==> src/tlpb_pkg.sv <==
// ----------------------------------------------------------------------------
// tlpb_pkg
// Types and constants shared by the three-layer pixel blender.
// ----------------------------------------------------------------------------
`default_nettype none

package tlpb_pkg;

  // register index, taken from paddr[3:2]
  typedef enum logic [1:0] {
    REG_WEIGHT_FIRST  = 2'd0,
    REG_WEIGHT_SECOND = 2'd1,
    REG_WEIGHT_THIRD  = 2'd2,
    REG_BLEND_MODE    = 2'd3
  } reg_idx_t;

  // modes 5..7 fall into the darkest arm
  typedef enum logic [2:0] {
    MODE_SUM   = 3'd0,
    MODE_DIFF  = 3'd1,
    MODE_XFADE = 3'd2,
    MODE_LIGHT = 3'd3,
    MODE_DARK  = 3'd4
  } mode_t;

  typedef struct packed {
    logic [6:0] weight_first;
    logic [6:0] weight_second;
    logic [6:0] weight_third;
    logic [2:0] blend_mode;
  } cfg_t;

  // per-stage load enables
  typedef struct packed {
    logic s1;
    logic s2;
    logic s3;
    logic s4;
  } pipe_en_t;

  localparam logic [6:0]        PERCENT_HALF = 7'd50;
  localparam logic signed [9:0] COEF_FULL    = 10'sd100;
  localparam logic signed [9:0] COEF_DOUBLE  = 10'sd200;

  // V / 100 for V < 25600: (V * 5243) >> 19 is exact well beyond that
  localparam logic [16:0] SAT_LIMIT   = 17'd25600;
  localparam logic [12:0] RECIP       = 13'd5243;
  localparam int          RECIP_SHIFT = 19;
  localparam logic [7:0]  CHANNEL_MAX = 8'd255;

endpackage

`default_nettype wire

==> src/tlpb_prod.sv <==
// ----------------------------------------------------------------------------
// tlpb_prod
// Stage 1: weighted terms of one channel and the two crossfade products.
// ----------------------------------------------------------------------------
`default_nettype none

module tlpb_prod (
  input  wire logic              clk,
  input  wire tlpb_pkg::pipe_en_t en,
  input  wire tlpb_pkg::cfg_t     cfg,
  input  wire logic [7:0]        p1,
  input  wire logic [7:0]        p2,
  input  wire logic [7:0]        p3,
  output logic [14:0]            t1_r,
  output logic [14:0]            t2_r,
  output logic [14:0]            t3_r,
  output logic signed [17:0]     xa_r,
  output logic signed [17:0]     xb_r
);

  logic               lo_half;
  logic signed [9:0]  two_w1;
  logic signed [9:0]  coef_a;
  logic signed [9:0]  coef_b;
  logic [7:0]         pix_b;
  logic signed [19:0] prod_a;
  logic signed [19:0] prod_b;

  // below half: fade layer one -> two; otherwise layer two -> three
  always_comb begin
    lo_half = cfg.weight_first < tlpb_pkg::PERCENT_HALF;
    two_w1  = $signed({2'b00, cfg.weight_first, 1'b0});
    if (lo_half) begin
      coef_a = two_w1;
      coef_b = tlpb_pkg::COEF_FULL - two_w1;
      pix_b  = p1;
    end else begin
      coef_a = tlpb_pkg::COEF_DOUBLE - two_w1;
      coef_b = two_w1 - tlpb_pkg::COEF_FULL;
      pix_b  = p3;
    end
    prod_a = coef_a * $signed({2'b00, p2});
    prod_b = coef_b * $signed({2'b00, pix_b});
  end

  always_ff @(posedge clk) begin
    if (en.s1) begin
      t1_r <= cfg.weight_first * p1;
      t2_r <= cfg.weight_second * p2;
      t3_r <= cfg.weight_third * p3;
      xa_r <= prod_a[17:0];
      xb_r <= prod_b[17:0];
    end
  end

endmodule

`default_nettype wire

==> src/tlpb_mix.sv <==
// ----------------------------------------------------------------------------
// tlpb_mix
// Stage 2: mixes weighted terms by mode; |diff| taken, xfade clamped at zero.
// ----------------------------------------------------------------------------
`default_nettype none

module tlpb_mix (
  input  wire logic              clk,
  input  wire tlpb_pkg::pipe_en_t en,
  input  wire logic [2:0]        blend_mode,
  input  wire logic [14:0]       t1,
  input  wire logic [14:0]       t2,
  input  wire logic [14:0]       t3,
  input  wire logic signed [17:0] xa,
  input  wire logic signed [17:0] xb,
  output logic [16:0]            v_r
);

  logic [16:0]        sum_v;
  logic signed [17:0] diff_s;
  logic [16:0]        diff_v;
  logic signed [17:0] xf_s;
  logic [16:0]        xf_v;
  logic [14:0]        max12;
  logic [14:0]        max_v;
  logic [14:0]        min12;
  logic [14:0]        min_v;
  logic [16:0]        v_nxt;

  always_comb begin
    sum_v  = {2'b00, t1} + {2'b00, t2} + {2'b00, t3};
    diff_s = $signed({3'b000, t1}) - $signed({3'b000, t2}) - $signed({3'b000, t3});
    diff_v = diff_s[17] ? 17'(-diff_s) : diff_s[16:0];
    xf_s   = xa + xb;
    xf_v   = xf_s[17] ? 17'd0 : xf_s[16:0];
    max12  = (t1 > t2) ? t1 : t2;
    max_v  = (t3 > max12) ? t3 : max12;
    min12  = (t1 < t2) ? t1 : t2;
    min_v  = (t3 < min12) ? t3 : min12;
    case (blend_mode)
      tlpb_pkg::MODE_SUM:   v_nxt = sum_v;
      tlpb_pkg::MODE_DIFF:  v_nxt = diff_v;
      tlpb_pkg::MODE_XFADE: v_nxt = xf_v;
      tlpb_pkg::MODE_LIGHT: v_nxt = {2'b00, max_v};
      default:              v_nxt = {2'b00, min_v};
    endcase
  end

  always_ff @(posedge clk) begin
    if (en.s2) begin
      v_r <= v_nxt;
    end
  end

endmodule

`default_nettype wire

==> src/tlpb_scale.sv <==
// ----------------------------------------------------------------------------
// tlpb_scale
// Stages 3 and 4: divide by 100 through a reciprocal, saturate at 255.
// ----------------------------------------------------------------------------
`default_nettype none

module tlpb_scale (
  input  wire logic              clk,
  input  wire tlpb_pkg::pipe_en_t en,
  input  wire logic [16:0]       v,
  output logic [7:0]             q_r
);

  logic        sat_r;
  logic [27:0] m_r;

  always_ff @(posedge clk) begin
    if (en.s3) begin
      sat_r <= v >= tlpb_pkg::SAT_LIMIT;
      m_r   <= v[14:0] * tlpb_pkg::RECIP;
    end
    if (en.s4) begin
      q_r <= sat_r ? tlpb_pkg::CHANNEL_MAX
                   : m_r[tlpb_pkg::RECIP_SHIFT + 7 : tlpb_pkg::RECIP_SHIFT];
    end
  end

endmodule

`default_nettype wire

==> src/three_layer_pixel_blender_top.sv <==
// Throughput: one pixel per cycle while out_tready is high; each stage loads
// when empty or when the stage after it moves, so bubbles close up while the
// output is held.
// Reset (synchronous, rst_n low): all stage valids clear, weights and mode to 0.
// ----------------------------------------------------------------------------
// three_layer_pixel_blender_top
// Three-layer RGB888 blender: weights, products, mode mix, /100, saturate.
// ----------------------------------------------------------------------------
`default_nettype none

module three_layer_pixel_blender_top (
  input  wire logic        clk,
  input  wire logic        rst_n,
  // in_tdata: first_red, first_green, first_blue, second_red, second_green,
  //           second_blue, third_red, third_green, third_blue (8 bits each)
  input  wire logic        in_tvalid,
  output logic             in_tready,
  input  wire logic [71:0] in_tdata,
  // out_tdata: out_red, out_green, out_blue (8 bits each)
  output logic             out_tvalid,
  input  wire logic        out_tready,
  output logic [23:0]      out_tdata,
  input  wire logic        cfg_psel,
  input  wire logic        cfg_penable,
  input  wire logic        cfg_pwrite,
  input  wire logic [3:0]  cfg_paddr,
  input  wire logic [31:0] cfg_pwdata,
  output logic [31:0]      cfg_prdata,
  output logic             cfg_pready
);

  tlpb_pkg::cfg_t     cfg_r;
  tlpb_pkg::reg_idx_t reg_idx;
  tlpb_pkg::pipe_en_t en;
  logic               wr_en;
  logic               v1_r, v2_r, v3_r, v4_r;

  // ---- configuration port
  assign cfg_pready = 1'b1;
  assign reg_idx    = tlpb_pkg::reg_idx_t'(cfg_paddr[3:2]);
  assign wr_en      = cfg_psel & cfg_penable & cfg_pwrite & cfg_pready;

  always_ff @(posedge clk) begin
    if (!rst_n) begin
      cfg_r <= '0;
    end else if (wr_en) begin
      case (reg_idx)
        tlpb_pkg::REG_WEIGHT_FIRST:  cfg_r.weight_first  <= cfg_pwdata[6:0];
        tlpb_pkg::REG_WEIGHT_SECOND: cfg_r.weight_second <= cfg_pwdata[6:0];
        tlpb_pkg::REG_WEIGHT_THIRD:  cfg_r.weight_third  <= cfg_pwdata[6:0];
        tlpb_pkg::REG_BLEND_MODE:    cfg_r.blend_mode    <= cfg_pwdata[2:0];
        default: ;
      endcase
    end
  end

  always_comb begin
    case (reg_idx)
      tlpb_pkg::REG_WEIGHT_FIRST:  cfg_prdata = {25'd0, cfg_r.weight_first};
      tlpb_pkg::REG_WEIGHT_SECOND: cfg_prdata = {25'd0, cfg_r.weight_second};
      tlpb_pkg::REG_WEIGHT_THIRD:  cfg_prdata = {25'd0, cfg_r.weight_third};
      tlpb_pkg::REG_BLEND_MODE:    cfg_prdata = {29'd0, cfg_r.blend_mode};
      default:                     cfg_prdata = 32'd0;
    endcase
  end

  // ---- pipeline control: a stage loads when empty or when its successor moves
  always_comb begin
    en.s4 = !v4_r || out_tready;
    en.s3 = !v3_r || en.s4;
    en.s2 = !v2_r || en.s3;
    en.s1 = !v1_r || en.s2;
  end

  assign in_tready  = en.s1;
  assign out_tvalid = v4_r;

  always_ff @(posedge clk) begin
    if (!rst_n) begin
      v1_r <= 1'b0;
      v2_r <= 1'b0;
      v3_r <= 1'b0;
      v4_r <= 1'b0;
    end else begin
      if (en.s1) v1_r <= in_tvalid;
      if (en.s2) v2_r <= v1_r;
      if (en.s3) v3_r <= v2_r;
      if (en.s4) v4_r <= v3_r;
    end
  end

  // ---- datapath, one lane per colour channel
  for (genvar c = 0; c < 3; c++) begin : g_chan
    logic [14:0]        t1, t2, t3;
    logic signed [17:0] xa, xb;
    logic [16:0]        v;

    tlpb_prod u_prod (
      .clk  (clk),
      .en   (en),
      .cfg  (cfg_r),
      .p1   (in_tdata[8*c +: 8]),
      .p2   (in_tdata[24 + 8*c +: 8]),
      .p3   (in_tdata[48 + 8*c +: 8]),
      .t1_r (t1),
      .t2_r (t2),
      .t3_r (t3),
      .xa_r (xa),
      .xb_r (xb)
    );

    tlpb_mix u_mix (
      .clk        (clk),
      .en         (en),
      .blend_mode (cfg_r.blend_mode),
      .t1         (t1),
      .t2         (t2),
      .t3         (t3),
      .xa         (xa),
      .xb         (xb),
      .v_r        (v)
    );

    tlpb_scale u_scale (
      .clk (clk),
      .en  (en),
      .v   (v),
      .q_r (out_tdata[8*c +: 8])
    );
  end

endmodule

`default_nettype wire

==> config.mk <==
export PLATFORM = sky130hd
export DESIGN_NAME = three_layer_pixel_blender_top
export DESIGN_NICKNAME = d
export VERILOG_FILES = /design/src/tlpb_pkg.sv /design/src/tlpb_prod.sv /design/src/tlpb_mix.sv /design/src/tlpb_scale.sv /design/src/three_layer_pixel_blender_top.sv
export SDC_FILE = /design/constraint.sdc
export NUM_CORES = 2
export LEC_CHECK = 0
export CAP_MARGIN = 20
export CORE_ASPECT_RATIO = 1.25
export CORE_UTILIZATION = 40
export CTS_BUF_LIST = sky130_fd_sc_hd__clkbuf_4 sky130_fd_sc_hd__clkbuf_8
export CTS_CLUSTER_DIAMETER = 50
export DETAILED_ROUTE_END_ITERATION = 10
export DONT_BUFFER_PORTS = 1
export HOLD_SLACK_MARGIN = 0.12
export SYNTH_ARGS = -nofsm -noshare
export SYNTH_HDL_FRONTEND = slang
export SYNTH_SLANG_ARGS = --single-unit
export TNS_END_PERCENT = 30
==> constraint.sdc <==
create_clock -name clk -period 6.93 [get_ports clk]
set_input_delay 0.693 -clock clk [delete_from_list [all_inputs] [get_ports clk]]
set_output_delay 0.693 -clock clk [all_outputs]
set_load 0.02 [all_outputs]
* Yosys cells after proc, flatten, opt, wreduce, memory -nomap -nowiden
Index checks and enable logic that the tools add are counted.
Storage, ports and cells: register bits 430, input port bits 115, output and inout port bits 59, logic and storage cells 139
Cells by class: add/subtract/negate cells 21, multiply operators 18, $lt $le $gt $ge 16, equal/unequal tests 6, mux-type cells 27, bitwise operators 2, reductions and logical operators 14
Operator list (count):
- case mux 17 bit (4 select lines) | 3
- 2-to-1 mux 15 bit | 12
- multiplier 7 x 8 -> 15 bit | 9
- case mux 32 bit (4 select lines) | 1
- multiplier 10 x 9 -> 18 bit | 6
- 2-to-1 mux 17 bit | 6
- > comparator 15 bit | 6
- < comparator 15 bit | 6
- multiplier 15 x 13 -> 27 bit (second input constant) | 3
- adder 18 bit | 3
- adder 17 x 15 -> 17 bit | 3
- greater-or-equal comparator 17 x 15 -> 1 bit (second input constant) | 3
- negation 17 bit | 3
- subtractor 16 x 16 -> 17 bit | 3
- adder 15 x 15 -> 16 bit | 3
- subtractor 15 x 15 -> 16 bit | 3
- 2-to-1 mux 8 bit | 3
- 2-to-1 mux 10 bit | 2
- subtractor 7 x 8 -> 9 bit (first input constant) | 1
- subtractor 8 x 7 -> 9 bit (second input constant) | 1
- subtractor 8 x 8 -> 9 bit (first input constant) | 1
- AND reduction 2 bit | 4
- < comparator 7 x 6 -> 1 bit (second input constant) | 1
- equality test 3 x 2 -> 1 bit (second input constant) | 2
- 8 further kinds | 16

* Longest topological paths before layout
depth in word-level cells 5, gate-level depth with buffers 30, mapped depth without buffers 27

* Modules after synthesis
A second synthesis with hierarchy kept.
Second synthesis, totals: cell total of the unflattened synthesis 7845, area total of the unflattened synthesis 72467.0 µm²
By module, submodules not included:
- tlpb_prod at g_chan[0].u_prod | times used 1, cells an instance 1458, area each 13678.1 µm², seq. area each 2372.3 µm²
- tlpb_prod at g_chan[2].u_prod | times used 1, cells an instance 1426, area each 13516.7 µm², seq. area each 2372.3 µm²
- tlpb_prod at g_chan[1].u_prod | times used 1, cells an instance 1434, area each 13479.2 µm², seq. area each 2372.3 µm²
- tlpb_mix at g_chan[0].u_mix ... | times used 2, cells an instance 725, area each 5913.2 µm², seq. area each 510.5 µm²
- tlpb_scale at g_chan[0].u_scale ... | times used 2, cells an instance 408, area each 4276.6 µm², seq. area each 510.5 µm²
- tlpb_mix at g_chan[1].u_mix | times used 1, cells an instance 708, area each 5715.5 µm², seq. area each 510.5 µm²
- tlpb_scale at g_chan[2].u_scale | times used 1, cells an instance 400, area each 4254.1 µm², seq. area each 510.5 µm²
- three_layer_pixel_blender_top | times used 1, cells an instance 153, area each 1443.9 µm², seq. area each 560.5 µm²

* Worst setup path before layout
Ideal clock, no wire load.
kind input-to-reg, from input port out_tready, to register g_chan[0].u_prod.t1_r[0] (enable), library setup time 1.891 ns, arrival time 5.105 ns, required time 5.039 ns, setup slack -0.066 ns, stages 3, path buffers 0, path through nor2b_1 > and3_1 > nand2_1
On the way: cells in the longest elaborated chain, start to end 4
Ends and longest elaborated chain:
- start, declared | RTL line three_layer_pixel_blender_top.sv:21 | input wire logic out_tready,
- logical OR 1 bit | RTL line three_layer_pixel_blender_top.sv:69 | en.s4 = !v4_r || out_tready;
- logical OR 1 bit | RTL line three_layer_pixel_blender_top.sv:70 | en.s3 = !v3_r || en.s4;
- logical OR 1 bit | RTL line three_layer_pixel_blender_top.sv:71 | en.s2 = !v2_r || en.s3;
- logical OR 1 bit | RTL line three_layer_pixel_blender_top.sv:72 | en.s1 = !v1_r || en.s2;
- named net in_tready | RTL line three_layer_pixel_blender_top.sv:17 | output logic in_tready,
- end signal, assigned | RTL line tlpb_prod.sv:48 | t1_r <= cfg.weight_first * p1;
- end, declared | RTL line tlpb_prod.sv:14 | output logic [14:0] t1_r,
The timed path passes the listed nets, and every way through them passes these cells. A chain may end at the register's enable or synchronous reset.

* Worst setup path in the final report
from register cfg_r[18] (netlist name), to register g_chan[0].u_prod.xa_r[17] (data pin)
On the way: cells in the longest elaborated chain, start to end 3, elaborated cells between the ends (all ways) 4, those cells by class add/sub: 1; mul: 1; order compare: 1; mux: 1
Ends and longest elaborated chain:
- start, declared | RTL line three_layer_pixel_blender_top.sv:32 | tlpb_pkg::cfg_t cfg_r;
- subtractor 8 x 8 -> 9 bit / < comparator 7 x 6 -> 1 bit (equally long branches) | RTL line tlpb_prod.sv:38, tlpb_prod.sv:31
- 2-to-1 mux 10 bit (*) | RTL line tlpb_prod.sv:33 | if (lo_half) begin
- multiplier 10 x 9 -> 18 bit (*) | RTL line tlpb_prod.sv:42 | prod_a = coef_a * $signed({2'b00, p2});
- named net g_chan[0].u_prod.prod_a[17] | RTL line tlpb_prod.sv:26 | logic signed [19:0] prod_a;
- end signal, assigned | RTL line tlpb_prod.sv:51 | xa_r <= prod_a[17:0];
- end, declared | RTL line tlpb_prod.sv:17 | output logic signed [17:0] xa_r,
The timed path passes the listed nets; every way through them passes the cells marked *.

==> results.toml <==
[die]
initial_core_util_pct = 40.30
coreArea_sq_um = 175800
rows = 172
dieArea_sq_um = 178800
die_w_microns = 378.4
ioPinCount = 174
die_y_microns = 472.5

[job]
drv_cap = 0

[worst_setup_path]
path_delay_family = "adder cells"
crit_arrival_ns = 6.98
r2r_cells = 27
startpoint_type = "flip-flop"
crit_fanout = 16
worst-path-buf-inv = 6
crit_path_end_kind = "flip-flop"
critPathMostFrequentCell = "inv_1"
crit_required_ns = 7.43
crit_cells = 27
worst-setup-path-type = "reg2reg"
critPathSlowestCell = "xnor2_2"
crit_path_max_incr_delay_ns = 0.57

[sta]
max_freq_mhz = 154.3
tightest_slew_ns = 1.165
skew_ns = 0.09023
slew_violations = 0
setup_tns_ns = 0
fin_ws_ns = 0.4503
relSlewSlack_pct = 22.26
finalCriticalPeriod_ns = 6.480
hold_violations = 0
rsz0062_at_grt = "true"
min_period_over_period_pct = 93.50
setup_viol = 0

[routing]
postRouteAntennaNets = 0
remaining_drc_errors = 0
route.met2.wl_mm = 95.89
met1_length_mm = 82.68
met3_length_mm = 10.55
via_count = 53606
first_pass_iters = 6
viasPerCell = 5.250
first_iter_violations = 3141
wire_per_inst_microns = 19.09
routed.top_layer = "met5"
totalWireLength_mm = 194.9

[global_routing]
grt_max_degree = 105
grt_pass1_vias = 55093
grt_use_total_pct = 21.95
overflow = 0
antenna_found_initial = 11
grt_pass1_wl_mm = 304.7

[clocking]
cts_made_buffers = 73
cts_tree = "built"
clk_latency_ns = 0.83
clock-sinks = 367
path_clk_slew_ns = 0.06
htree_levels = 3
cts-root-buf = "clkbuf_8"
cts_buffer_depth = 3

[synth]
ys_seq_elements = 367
syn_area_per_cell_sq_um = 9.067
synthArstFlopShare_pct = 0
yosys_warnings = 0
synth-edff-count = 339
ys_types = 107
yosys.area.top_type = "fa_1"
synthFlopType = "edfxtp_1"
ys_top_cells_by_area = "fa_1, ha_1, edfxtp_1"
seq_area_frac_synth_pct = 15.16
synthCells = 7814
synth.top_cell.area_share_pct = 22.72
netlist_area_sq_um = 70850

[cells_and_area]
final_nets = 9862
drive_above_1_share_pct = 4.531
n_fill_cell = 17348
syn_to_final_growth_pct = 6.969
regArea_sq_um = 10750
final_cell_area_sq_um = 75790
multi_input_area_sq_um = 53650
fin_util_pct = 43.10

[placement]
place_ws_ns = 0.4893
place.gp.congestion = 0.9397
dp_hpwl_mm = 163.4
place_area_sq_um = 73770
io_buffers = 0

[power]
peakVddDrop_mv = 0.1757
power_w = 0.01261
powerDensity_nw_per_um2 = 166.3
leakage_nw = 38.84

[min_path]
hold_class = "in2reg"
holdPathStages = 2

[status]
status = "finished, final reports clean"
## stage by stage
stage,hold WS (ns),cells
after global routing,0.1513,10208
after detailed placement,0.4723,10046
after CTS,0.1257,10203
after global placement,0.4567,10045
final,0.2039,10211
after floorplan,0.4507,7838
## routing by layer
layer  global-route usage [%]  up-vias
li1                         -    25531
met1                    27.59    26565
met2                    38.41     1223
met3                    3.290      281
met4                    6.683        6
met5                        0        -
## timing repair
action                                  CTS  global route
endpoints found under the hold margin    41             0
gates resized for setup                   0             6
endpoints found under the setup margin    0             7
hold buffers                             22             0
setup buffers                             0             1
## power by group
part	switching [W]	internal (W)	leakage (nW)
logic	0.00409	0.00288	33.7
registers	0.000298	0.00272	4.30
clock network	0.00111	0.00151	0.857
## registers in the layout (all words and copies together) (netlist names), 3 cells and up
name	cells
g_chan.u_scale.sat_r	3
g_chan.u_prod.t3_r	45
g_chan.u_prod.t1_r	45
cfg_r	24
g_chan.u_prod.xb_r	51
g_chan.u_prod.t2_r	45
g_chan.u_scale.m_r	24
g_chan.u_prod.xa_r	51
g_chan.u_scale.q_r	24
g_chan.u_mix.v_r	51
## final timing paths
check / from / end / slack (ns)
min reg2reg: v2_r$_SDFFE_PN0P_ / v3_r$_SDFFE_PN0P_ / 0.48
max: cfg_r[18]$_SDFFE_PN0P_ / g_chan[0].u_prod.xa_r[17]$_DFFE_PP_ / 0.45
min: in_tdata[32] / g_chan[1].u_prod.t2_r[1]$_DFFE_PP_ / 0.20
max reg2reg: cfg_r[18]$_SDFFE_PN0P_ / g_chan[0].u_prod.xa_r[17]$_DFFE_PP_ / 0.45
## layout make-up
type	count	area share [%]
Antenna cell	5	0.01651
Clock buffer	91	1.537
Clock inverter	44	0.7066
Inverter	1490	7.380
Multi-Input combinational cell	5732	70.79
Sequential cell	367	14.18
Tap cell	2349	3.878
Timing Repair Buffer	133	1.517
## cells by family after synthesis
family	synth area share, %
buffers and inverters	9.437
DFF	15.16
AOI/OAI and AO/OA	10.97
other	0.01060
and+or+nand+nor	13.68
muxes	2.303
adders and majority gates	42.96
xor gates and xnor gates	5.487
## synthesized netlist by cell type, drive strengths merged, types with 14 or more instances
library cell,count
inv,1489
ha,1146
fa,804
nand2,681
nor2,464
and2,344
edfxtp,339
xnor2,327
a21oi,297
o21ai,192
clkbuf,187
mux2i,139
xor2,116
a21o,103
nor3,97
nor2b,93
o21a,92
buf,62
nand3,62
o21bai,53
o211ai,52
a211oi,47
nand2b,45
nand4,45
and3,41
or2,40
or3,40
o31a,36
o41ai,34
a211o,33
a21boi,28
dfxtp,28
a31oi,23
a221oi,17
mux2,15
nor4,14
o31ai,14
## placed cells by master (no fill, tap or decap), types with 16 or more instances in the layout
cell type	n
inv_1	1488
ha_1	1146
fa_1	804
nand2_1	680
nor2_1	462
and2_1	344
edfxtp_1	339
xnor2_1	323
a21oi_1	296
o21ai_0	177
mux2i_1	139
xor2_1	115
buf_4	102
a21o_1	101
nor2b_1	93
nor3_1	93
o21a_1	92
clkbuf_8	77
nand3_1	61
o21bai_1	53
o211ai_1	50
a211oi_1	46
nand2b_1	45
nand4_1	44
and3_1	41
or3_1	40
or2_2	38
o31a_1	34
a211o_1	33
o41ai_1	32
a21boi_0	26
conb_1	26
dfxtp_1	23
a31oi_1	21
dlygate4sd3_1	21
a221oi_1	16
Power figures use the tool's default switching activity.
